--- src/rtl/core/threshold_alarm_qualifier_macros.svh ---
// assertion macros shared by the alarm qualifier rtl
// expects clk_i and rst_ni in the scope of each use
`ifndef THRESHOLD_ALARM_QUALIFIER_MACROS_SVH
`define THRESHOLD_ALARM_QUALIFIER_MACROS_SVH

`ifndef SYNTHESIS

// property must hold at every rising clock edge out of reset
`define TAQ_ASSERT(label, prop) \
  label: assert property (@(posedge clk_i) disable iff (!rst_ni) prop) \
    else $error("taq assertion failed");

// condition must never be true out of reset
`define TAQ_ASSERT_NEVER(label, cond) \
  `TAQ_ASSERT(label, !(cond))

`else

`define TAQ_ASSERT(label, prop)
`define TAQ_ASSERT_NEVER(label, cond)

`endif

`endif

--- src/rtl/core/taq_pkg.sv ---
// types, codes and widths for the threshold alarm qualifier
// no dependencies
`default_nettype none

package taq_pkg;

  localparam int unsigned CntW  = 17;
  localparam int unsigned DataW = 32;
  localparam int unsigned SecW  = 24;
  localparam int unsigned IdxW  = 3;

  typedef enum logic [1:0] {
    MODE_HIGH = 2'd0,
    MODE_LOW  = 2'd1,
    MODE_NONE = 2'd2,
    MODE_OFF  = 2'd3
  } mode_e;

  typedef enum logic [1:0] {
    CLASS_NORMAL  = 2'd0,
    CLASS_WARNING = 2'd1,
    CLASS_ALARM   = 2'd2,
    CLASS_NONE    = 2'd3
  } class_e;

  typedef enum logic [1:0] {
    PHASE_CHECK   = 2'd0,
    PHASE_ALARM   = 2'd1,
    PHASE_DORMANT = 2'd2,
    PHASE_UNUSED  = 2'd3
  } phase_e;

  typedef enum logic [IdxW-1:0] {
    REG_COMPARE_MODE    = 3'd0,
    REG_WARNING_LEVEL   = 3'd1,
    REG_ALARM_LEVEL     = 3'd2,
    REG_CHECK_WINDOW    = 3'd3,
    REG_HIT_FRACTION    = 3'd4,
    REG_HOLD_SECONDS    = 3'd5,
    REG_DORMANT_SECONDS = 3'd6,
    REG_SPARE           = 3'd7
  } reg_idx_e;

  typedef struct packed {
    logic [1:0]       compare_mode;
    logic [DataW-1:0] warning_level;
    logic [DataW-1:0] alarm_level;
    logic [15:0]      check_window;
    logic [CntW-1:0]  hit_fraction;
    logic [SecW-1:0]  hold_seconds;
    logic [SecW-1:0]  dormant_seconds;
  } cfg_t;

  typedef struct packed {
    logic [1:0]       sample_class;
    logic [1:0]       phase;
    logic             alarm_raised;
    logic             warning_raised;
    logic             alarm_ended;
    logic             dormancy_ended;
    logic [DataW-1:0] seconds_left;
  } result_t;

endpackage

`default_nettype wire

--- src/rtl/core/taq_cfg_regs.sv ---
// configuration register file of the alarm qualifier
// depends on taq_pkg
`default_nettype none

module taq_cfg_regs
  import taq_pkg::*;
(
  input  wire logic              clk_i,
  input  wire logic              rst_ni,
  input  wire logic              cfg_we_i,
  input  wire logic [IdxW-1:0]   cfg_index_i,
  input  wire logic [DataW-1:0]  cfg_wdata_i,
  output cfg_t                   cfg_o
);

  cfg_t cfg_q;

  always_ff @(posedge clk_i or negedge rst_ni) begin
    if (!rst_ni) begin
      cfg_q.compare_mode    <= MODE_HIGH;
      cfg_q.warning_level   <= '0;
      cfg_q.alarm_level     <= '0;
      cfg_q.check_window    <= 16'd10;
      cfg_q.hit_fraction    <= 17'd32768;
      cfg_q.hold_seconds    <= 24'd60;
      cfg_q.dormant_seconds <= 24'd60;
    end else if (cfg_we_i) begin
      case (reg_idx_e'(cfg_index_i))
        REG_COMPARE_MODE:    cfg_q.compare_mode    <= cfg_wdata_i[1:0];
        REG_WARNING_LEVEL:   cfg_q.warning_level   <= cfg_wdata_i;
        REG_ALARM_LEVEL:     cfg_q.alarm_level     <= cfg_wdata_i;
        REG_CHECK_WINDOW:    cfg_q.check_window    <= cfg_wdata_i[15:0];
        REG_HIT_FRACTION:    cfg_q.hit_fraction    <= cfg_wdata_i[CntW-1:0];
        REG_HOLD_SECONDS:    cfg_q.hold_seconds    <= cfg_wdata_i[SecW-1:0];
        REG_DORMANT_SECONDS: cfg_q.dormant_seconds <= cfg_wdata_i[SecW-1:0];
        default: ;
      endcase
    end
  end

  assign cfg_o = cfg_q;

endmodule

`default_nettype wire

--- src/rtl/core/taq_step_core.sv ---
// qualifier state and the per-sample update logic
// depends on taq_pkg and threshold_alarm_qualifier_macros.svh
`default_nettype none
`include "threshold_alarm_qualifier_macros.svh"

module taq_step_core
  import taq_pkg::*;
(
  input  wire logic              clk_i,
  input  wire logic              rst_ni,
  input  wire logic              step_en_i,
  input  wire logic [DataW-1:0]  sample_value_i,
  input  wire logic [DataW-1:0]  now_seconds_i,
  input  cfg_t                   cfg_i,
  output result_t                res_o
);

  logic [CntW-1:0]  window_count_q, window_count_d;
  logic [CntW-1:0]  warning_hits_q, warning_hits_d;
  logic [CntW-1:0]  alarm_hits_q, alarm_hits_d;
  logic             first_hit_pending_q, first_hit_pending_d;
  logic             alarm_on_q, alarm_on_d;
  logic             dormant_on_q, dormant_on_d;
  logic [DataW-1:0] phase_start_q, phase_start_d;

  logic             in_window, classify_en, hi_mode, a_hit, w_hit;
  logic [CntW-1:0]  wc_base, wc_new, ah_new, wh_new;
  logic             eval_now;
  logic [33:0]      thr_prod, alarm_scaled, warning_scaled;
  logic [DataW-1:0] hold_left, dorm_left, dorm_elapsed;
  logic             hold_expired, dorm_expired;

  // window step and classification
  assign in_window   = window_count_q <= {1'b0, cfg_i.check_window};
  assign classify_en = in_window &&
                       (cfg_i.compare_mode == MODE_HIGH || cfg_i.compare_mode == MODE_LOW);
  assign hi_mode = cfg_i.compare_mode == MODE_HIGH;
  assign a_hit = hi_mode ? ($signed(sample_value_i) > $signed(cfg_i.alarm_level))
                         : ($signed(sample_value_i) < $signed(cfg_i.alarm_level));
  assign w_hit = hi_mode ? ($signed(sample_value_i) > $signed(cfg_i.warning_level))
                         : ($signed(sample_value_i) < $signed(cfg_i.warning_level));

  // first alarm hit of a window restarts the count
  assign wc_base = (classify_en && a_hit && first_hit_pending_q) ? '0 : window_count_q;
  assign wc_new  = in_window ? wc_base + 1'b1 : window_count_q;
  assign ah_new  = (classify_en && a_hit) ? alarm_hits_q + 1'b1 : alarm_hits_q;
  assign wh_new  = (classify_en && !a_hit && w_hit) ? warning_hits_q + 1'b1 : warning_hits_q;
  assign eval_now = wc_new > {1'b0, cfg_i.check_window};

  // hits / count > fraction / 2^16, cross multiplied
  assign thr_prod       = 34'(cfg_i.hit_fraction) * 34'(wc_new);
  assign alarm_scaled   = {1'b0, ah_new, 16'b0};
  assign warning_scaled = {1'b0, wh_new, 16'b0};

  // hold and dormancy timers, dormancy starts now when the hold expires
  assign hold_left    = 32'(cfg_i.hold_seconds) - (now_seconds_i - phase_start_q);
  assign hold_expired = alarm_on_q && (hold_left[DataW-1] || hold_left == '0);
  assign dorm_elapsed = hold_expired ? '0 : (now_seconds_i - phase_start_q);
  assign dorm_left    = 32'(cfg_i.dormant_seconds) - dorm_elapsed;
  assign dorm_expired = dorm_left[DataW-1] || dorm_left == '0;

  always_comb begin
    window_count_d      = window_count_q;
    warning_hits_d      = warning_hits_q;
    alarm_hits_d        = alarm_hits_q;
    first_hit_pending_d = first_hit_pending_q;
    alarm_on_d          = alarm_on_q;
    dormant_on_d        = dormant_on_q;
    phase_start_d       = phase_start_q;
    res_o               = '0;
    res_o.sample_class  = CLASS_NONE;

    if (!alarm_on_q && !dormant_on_q) begin
      if (classify_en) begin
        res_o.sample_class = a_hit ? CLASS_ALARM : (w_hit ? CLASS_WARNING : CLASS_NORMAL);
      end
      window_count_d = wc_new;
      alarm_hits_d   = ah_new;
      warning_hits_d = wh_new;
      if (classify_en && a_hit) begin
        first_hit_pending_d = 1'b0;
      end
      if (eval_now) begin
        if (alarm_scaled > thr_prod) begin
          alarm_on_d         = 1'b1;
          phase_start_d      = now_seconds_i;
          res_o.alarm_raised = 1'b1;
        end else if (warning_scaled > thr_prod) begin
          res_o.warning_raised = 1'b1;
        end
        window_count_d      = '0;
        first_hit_pending_d = 1'b1;
        warning_hits_d      = '0;
        alarm_hits_d        = '0;
      end
    end else if (alarm_on_q && !hold_expired) begin
      res_o.seconds_left = hold_left;
    end else begin
      // dormant, possibly entered in this very step
      if (hold_expired) begin
        phase_start_d       = now_seconds_i;
        alarm_on_d          = 1'b0;
        first_hit_pending_d = 1'b1;
        res_o.alarm_ended   = 1'b1;
      end
      dormant_on_d       = !dorm_expired;
      res_o.dormancy_ended = dorm_expired;
      res_o.seconds_left = dorm_left;
    end

    res_o.phase = alarm_on_d ? PHASE_ALARM : (dormant_on_d ? PHASE_DORMANT : PHASE_CHECK);
  end

  always_ff @(posedge clk_i or negedge rst_ni) begin
    if (!rst_ni) begin
      window_count_q      <= '0;
      warning_hits_q      <= '0;
      alarm_hits_q        <= '0;
      first_hit_pending_q <= 1'b1;
      alarm_on_q          <= 1'b0;
      dormant_on_q        <= 1'b0;
      phase_start_q       <= '0;
    end else if (step_en_i) begin
      window_count_q      <= window_count_d;
      warning_hits_q      <= warning_hits_d;
      alarm_hits_q        <= alarm_hits_d;
      first_hit_pending_q <= first_hit_pending_d;
      alarm_on_q          <= alarm_on_d;
      dormant_on_q        <= dormant_on_d;
      phase_start_q       <= phase_start_d;
    end
  end

  `TAQ_ASSERT_NEVER(a_alarm_and_dormant, alarm_on_q && dormant_on_q)
  `TAQ_ASSERT(a_alarm_needs_step, $rose(alarm_on_q) |-> $past(step_en_i))
  `TAQ_ASSERT(a_counts_hold_when_idle, !step_en_i |=> $stable(window_count_q))

endmodule

`default_nettype wire

--- src/rtl/core/threshold_alarm_qualifier.sv ---
// top level of the single channel threshold alarm qualifier
// depends on taq_pkg, taq_cfg_regs, taq_step_core and the assertion macros
//
// usage:
//  - sample requests come in on in_valid_i / in_ready_o with sample_value_i
//    (signed q15.16) and now_seconds_i; results leave on out_valid_o /
//    out_ready_i, exactly one result per sample, in order
//  - configuration is written through cfg_we_i / cfg_index_i / cfg_wdata_i,
//    one register per cycle, only while no sample is in flight
//  - the accepting edge loads the input register, the update logic runs
//    between it and the result register, and out_valid_o rises once the
//    request moves on into the result register, when the output is free
//  - one sample per cycle while the receiver is ready; the longest path is
//    the 17x17 cross-multiplied fraction compare feeding the state registers
//  - when the receiver stalls the result register holds, the input register
//    takes one more request, then in_ready_o drops until the result is taken
//  - reset clears both pipeline stages, loads the register defaults and puts
//    the qualifier in the checking phase with empty counts
`default_nettype none
`include "threshold_alarm_qualifier_macros.svh"

module threshold_alarm_qualifier
  import taq_pkg::*;
(
  input  wire logic              clk_i,
  input  wire logic              rst_ni,
  input  wire logic              cfg_we_i,
  input  wire logic [IdxW-1:0]   cfg_index_i,
  input  wire logic [DataW-1:0]  cfg_wdata_i,
  input  wire logic              in_valid_i,
  output logic                   in_ready_o,
  input  wire logic [DataW-1:0]  sample_value_i,
  input  wire logic [DataW-1:0]  now_seconds_i,
  output logic                   out_valid_o,
  input  wire logic              out_ready_i,
  output logic [1:0]             sample_class_o,
  output logic [1:0]             phase_o,
  output logic                   alarm_raised_o,
  output logic                   warning_raised_o,
  output logic                   alarm_ended_o,
  output logic                   dormancy_ended_o,
  output logic [DataW-1:0]       seconds_left_o
);

  cfg_t             cfg;
  result_t          res_d, res_q;
  logic             in_valid_q, out_valid_q;
  logic [DataW-1:0] sample_q, now_q;
  logic             advance;

  // input register moves into the result register when that one is free
  assign advance    = in_valid_q && (!out_valid_q || out_ready_i);
  assign in_ready_o = !in_valid_q || advance;

  taq_cfg_regs u_cfg (
    .clk_i       (clk_i),
    .rst_ni      (rst_ni),
    .cfg_we_i    (cfg_we_i),
    .cfg_index_i (cfg_index_i),
    .cfg_wdata_i (cfg_wdata_i),
    .cfg_o       (cfg)
  );

  // state only advances when the request actually moves on
  taq_step_core u_core (
    .clk_i          (clk_i),
    .rst_ni         (rst_ni),
    .step_en_i      (advance),
    .sample_value_i (sample_q),
    .now_seconds_i  (now_q),
    .cfg_i          (cfg),
    .res_o          (res_d)
  );

  // input stage
  always_ff @(posedge clk_i or negedge rst_ni) begin
    if (!rst_ni) begin
      in_valid_q <= 1'b0;
    end else if (in_ready_o) begin
      in_valid_q <= in_valid_i;
    end
  end

  always_ff @(posedge clk_i) begin
    if (in_valid_i && in_ready_o) begin
      sample_q <= sample_value_i;
      now_q    <= now_seconds_i;
    end
  end

  // result stage
  always_ff @(posedge clk_i or negedge rst_ni) begin
    if (!rst_ni) begin
      out_valid_q <= 1'b0;
    end else if (!out_valid_q || out_ready_i) begin
      out_valid_q <= advance;
    end
  end

  always_ff @(posedge clk_i) begin
    if (advance) begin
      res_q <= res_d;
    end
  end

  assign out_valid_o      = out_valid_q;
  assign sample_class_o   = res_q.sample_class;
  assign phase_o          = res_q.phase;
  assign alarm_raised_o   = res_q.alarm_raised;
  assign warning_raised_o = res_q.warning_raised;
  assign alarm_ended_o    = res_q.alarm_ended;
  assign dormancy_ended_o = res_q.dormancy_ended;
  assign seconds_left_o   = res_q.seconds_left;

  `TAQ_ASSERT_NEVER(a_raise_both, out_valid_o && alarm_raised_o && warning_raised_o)
  `TAQ_ASSERT(a_raise_phase, out_valid_o && alarm_raised_o |-> phase_o == PHASE_ALARM)
  `TAQ_ASSERT(a_end_phase,
    out_valid_o && alarm_ended_o |-> phase_o == PHASE_DORMANT || dormancy_ended_o)

endmodule

`default_nettype wire

--- config.mk ---
export PLATFORM = sky130hd
export DESIGN_NAME = threshold_alarm_qualifier
export DESIGN_NICKNAME = d
export VERILOG_FILES = /design/src/rtl/core/taq_pkg.sv /design/src/rtl/core/taq_cfg_regs.sv /design/src/rtl/core/taq_step_core.sv /design/src/rtl/core/threshold_alarm_qualifier.sv
export VERILOG_INCLUDE_DIRS = /design/src /design/src/rtl/core
export SDC_FILE = /design/constraint.sdc
export NUM_CORES = 2
export LEC_CHECK = 0
export BUFFER_PORTS_ARGS = -buffer_cell sky130_fd_sc_hd__buf_2
export CORE_MARGIN = 2
export CORE_UTILIZATION = 34
export CTS_BUF_LIST = sky130_fd_sc_hd__clkbuf_8
export CTS_CLUSTER_DIAMETER = 100
export CTS_CLUSTER_SIZE = 28
export DETAILED_ROUTE_END_ITERATION = 8
export GPL_TIMING_DRIVEN = 0
export PLACE_DENSITY = 0.54
export SLEW_MARGIN = 0
export SYNTH_ARGS = -nofsm -noshare
export SYNTH_HDL_FRONTEND = slang
export SYNTH_HIERARCHICAL = 1
export SYNTH_SLANG_ARGS = --single-unit
--- constraint.sdc ---
create_clock -name clk_i -period 11.5 [get_ports clk_i]
set_input_delay 1.15 -clock clk_i [delete_from_list [all_inputs] [get_ports clk_i]]
set_output_delay 1.15 -clock clk_i [all_outputs]
set_load 0.1 [all_outputs]
==> metrics.cfg <==
[status]
run_status = finished, violations left
violations = setup timing

[placement]
dp_cells = 4694
dpl-instance-area_um2 = 34700
hpwl_mm = 75.1
io_buffers = 144
finalWeightedCongestion = 0.904

[detailed_routing]
avgViaCountPerCell = 5.19
postRouteAntennaNets = 0
drt_iter0_markers = 1640
first_pass_iters = 6
drc = 0
routedWlPerCell_um = 20.1
vias = 25095
drt_wl_total_mm = 97.3

[timing]
slew_headroom_pct = 28.9
setup_viol = 32
period_minus_slack_ns = 11.66
drv_slew = 0
fin_tns_setup_ns = -3.73
rsz0062_at_grt = yes
max_freq_mhz = 85.8
fin_crit_sh_pct = 101
tightest_slew_ns = 1.07
hold_viol = 0
skew_ns = 0.0469
layout_setup_ws_ns = -0.157

[cts]
cts_buffers = 16
clockBufferDepth = 3
clkSinkCount = 339
h-tree-depth = 1
ctsHoldBuffers = 0
clock_latency_ns = 0.65
clk_pin_slew_ns = 0.17
clock-root-buffer = clkbuf_8
tritoncts = yes

[logic_synthesis]
ys_warn_count = 6
synth_flop_cell = dfrtp_1
syn_nets = 3939
synthCells = 3292
syn_area_per_cell_um2 = 9.80
yosysSeqAreaShare_pct = 28.0
syn_area_um2 = 32200
async_flop_share_pct = 69.3
synth_cell_types = 99
synth_edf_count = 104
ys_ff_latch = 339

[power]
power.density_nw_per_um2 = 225
leakage_uw = 0.0175
peakVddDrop_mv = 0.211

[setup_path]
required_ns = 12.04
critPathCaptureType = register
cp_slowest_cell = fa_2
worstPathArrival_ns = 12.20
r2r_slack_ns = -0.16
reg2reg_from = sample_q[13]$_DFFE_PP_
critPathKind = reg2reg
reg2reg_to = u_core/phase_start_q[18]$_DFFE_PN0P_
r2r_cells = 50
max_stage_delay_ns = 0.58
cp_max_fo = 10
critPathMostFrequentCell = fa_1
crit_path_start_kind = register

[finish]
n_fill_cell = 9485
fin_area_um2 = 37100
drive_gt1_share_pct = 19.1
final_common_cell = inv_1
area_growth_pct = 15.1
fin_util_pct = 39.6
layout.nets = 4214
layout_common_cells = inv_1, ha_1, nand2_1
stdcell_count = 4834

[die]
ios = 146
start_util_pct = 34.4
dieArea_um2 = 97300
coreArea_um2 = 93600
dieWidth_um = 312
rows = 112
dieHeight_um = 312

[grt]
grt_pass1_vias = 25581
grt_usage_pct = 19.9
antenna_found_initial = 10
grt_max_degree = 109
grt_pass1_wl_mm = 151
grt-ovfl-total = 0

[job]
maxCapViolCount = 0

[min_path]
hold_class = in2async

stage by stage:
step	total power (µW)	hold WS [ns]	worst slack [ns]
final	8340	0.453	-0.157
after global routing	9100	0.448	-0.524
after CTS	8170	0.433	-0.0147
after detailed placement	7050	0.479	-3.89
after global placement	7010	0.473	-4.09
after floorplan	5570	0.460	0.00701
kinds of logic after synthesis:
family / after synthesis / synth area share, %
fa+ha+maj: 546 / 26.4
mux: 208 / 8.00
buf+inv: 561 / 7.15
flops: 339 / 28.0
compound gates: 580 / 12.1
simple gates: 917 / 14.5
xor+xnor: 141 / 3.83
where the power goes:
part,internal (µW),leakage (µW),switching (µW)
Sequential,1450,0.00395,186
Clock,145,0.000175,397
Combinational,2570,0.0133,3600
Total,4160,0.0175,4180
how the worst max path moves through the flow:
| stage | end | slack (ns) | from | cells after the start |
|---|---|---|---|---|
| floorplan | u_core/phase_start_q[10]$_DFFE_PN0P_ | 0.007 | u_cfg/cfg_o[68]$_DFFE_PN1P_ | 49 |
| global placement | u_core/phase_start_q[30]$_DFFE_PN0P_ | -4.09 | sample_q[15]$_DFFE_PP_ | 47 |
| detailed placement | u_core/phase_start_q[29]$_DFFE_PN0P_ | -3.89 | sample_q[13]$_DFFE_PP_ | 52 |
| CTS | u_core/phase_start_q[6]$_DFFE_PN0P_ | -0.01 | sample_q[1]$_DFFE_PP_ | 54 |
| global route | u_core/phase_start_q[11]$_DFFE_PN0P_ | -0.52 | sample_q[12]$_DFFE_PP_ | 53 |
| finish | u_core/phase_start_q[18]$_DFFE_PN0P_ | -0.16 | sample_q[13]$_DFFE_PP_ | 50 |
flip-flops by register name, summed over array words and instances, names as in the netlist:
| name | flops |
|---|---|
| u_core/window_count_q | 17 |
| u_core/dormant_on_q | 1 |
| sample_class_o | 2 |
| u_core/alarm_hits_q | 17 |
| sample_q | 32 |
| u_core/alarm_on_q | 1 |
| warning_raised_o | 1 |
| in_valid_q | 1 |
| u_core/first_hit_pending_q | 1 |
| alarm_ended_o | 1 |
| out_valid_o | 1 |
| seconds_left_o | 32 |
| now_q | 32 |
| alarm_raised_o | 1 |
| u_core/phase_start_q | 32 |
| u_cfg/cfg_o | 147 |
| u_core/warning_hits_q | 17 |
| phase_o | 2 |
| dormancy_ended_o | 1 |
repair_timing:
action | in CTS | in global routing
setup buffers | 89 | 22
pin swaps | 122 | 56
gates cloned | 2 | 1
endpoints found under the setup margin | 39 | 41
resized for setup | 223 | 60
hold endpoints to repair | 0 | 0
area by class of cell:
cell class | instances | area (µm²) | area share (%)
Clock inverter | 10 | 56.3 | 0.152
Sequential cell | 339 | 9020 | 24.3
Multi-Input combinational cell | 2392 | 22000 | 59.2
Inverter | 447 | 1680 | 4.53
Timing Repair Buffer | 260 | 1800 | 4.84
Tap cell | 1254 | 1570 | 4.23
Antenna cell | 4 | 10.0 | 0.0270
Clock buffer | 17 | 234 | 0.630
Buffer | 111 | 767 | 2.07
synth_stat cells, types with 28 or more instances:
master | number | area, µm²
inv_1 | 446 | 1670
ha_1 | 316 | 3950
nand2_1 | 295 | 1110
fa_1 | 227 | 4540
dfrtp_1 | 223 | 5580
nor2_1 | 144 | 541
a21oi_1 | 141 | 706
and2_1 | 137 | 857
o21ai_0 | 111 | 556
edfxtp_1 | 104 | 3120
mux2_2 | 85 | 957
clkbuf_1 | 80 | 300
xnor2_1 | 80 | 701
mux2_4 | 70 | 1050
a21o_1 | 68 | 510
nand3_1 | 61 | 305
xor2_1 | 61 | 534
nand4_1 | 47 | 294
nand2b_1 | 45 | 282
o21a_1 | 44 | 330
nor3_1 | 35 | 175
mux2_1 | 32 | 360
and3_1 | 31 | 194
nor2b_1 | 28 | 175
worst max-delay path: cells and delay by family, from the launching register on:
| family | cells | cell delay, ns |
|---|---|---|
| fa+ha+maj | 9 | 4.02 |
| simple gates | 17 | 3.20 |
| compound gates | 11 | 1.83 |
| buf+inv | 10 | 1.40 |
| flops | 1 | 0.43 |
| xor+xnor | 2 | 0.34 |
| mux | 1 | 0.31 |
metal layers:
layer	wire, µm	global-route usage, %	part of all wire (%)
met5	66	0	0.068
met4	2530	5.11	2.6
met3	4320	1.76	4.4
met2	45800	33.3	47
met1	44600	27.6	46
Power figures use the tool's default switching activity.
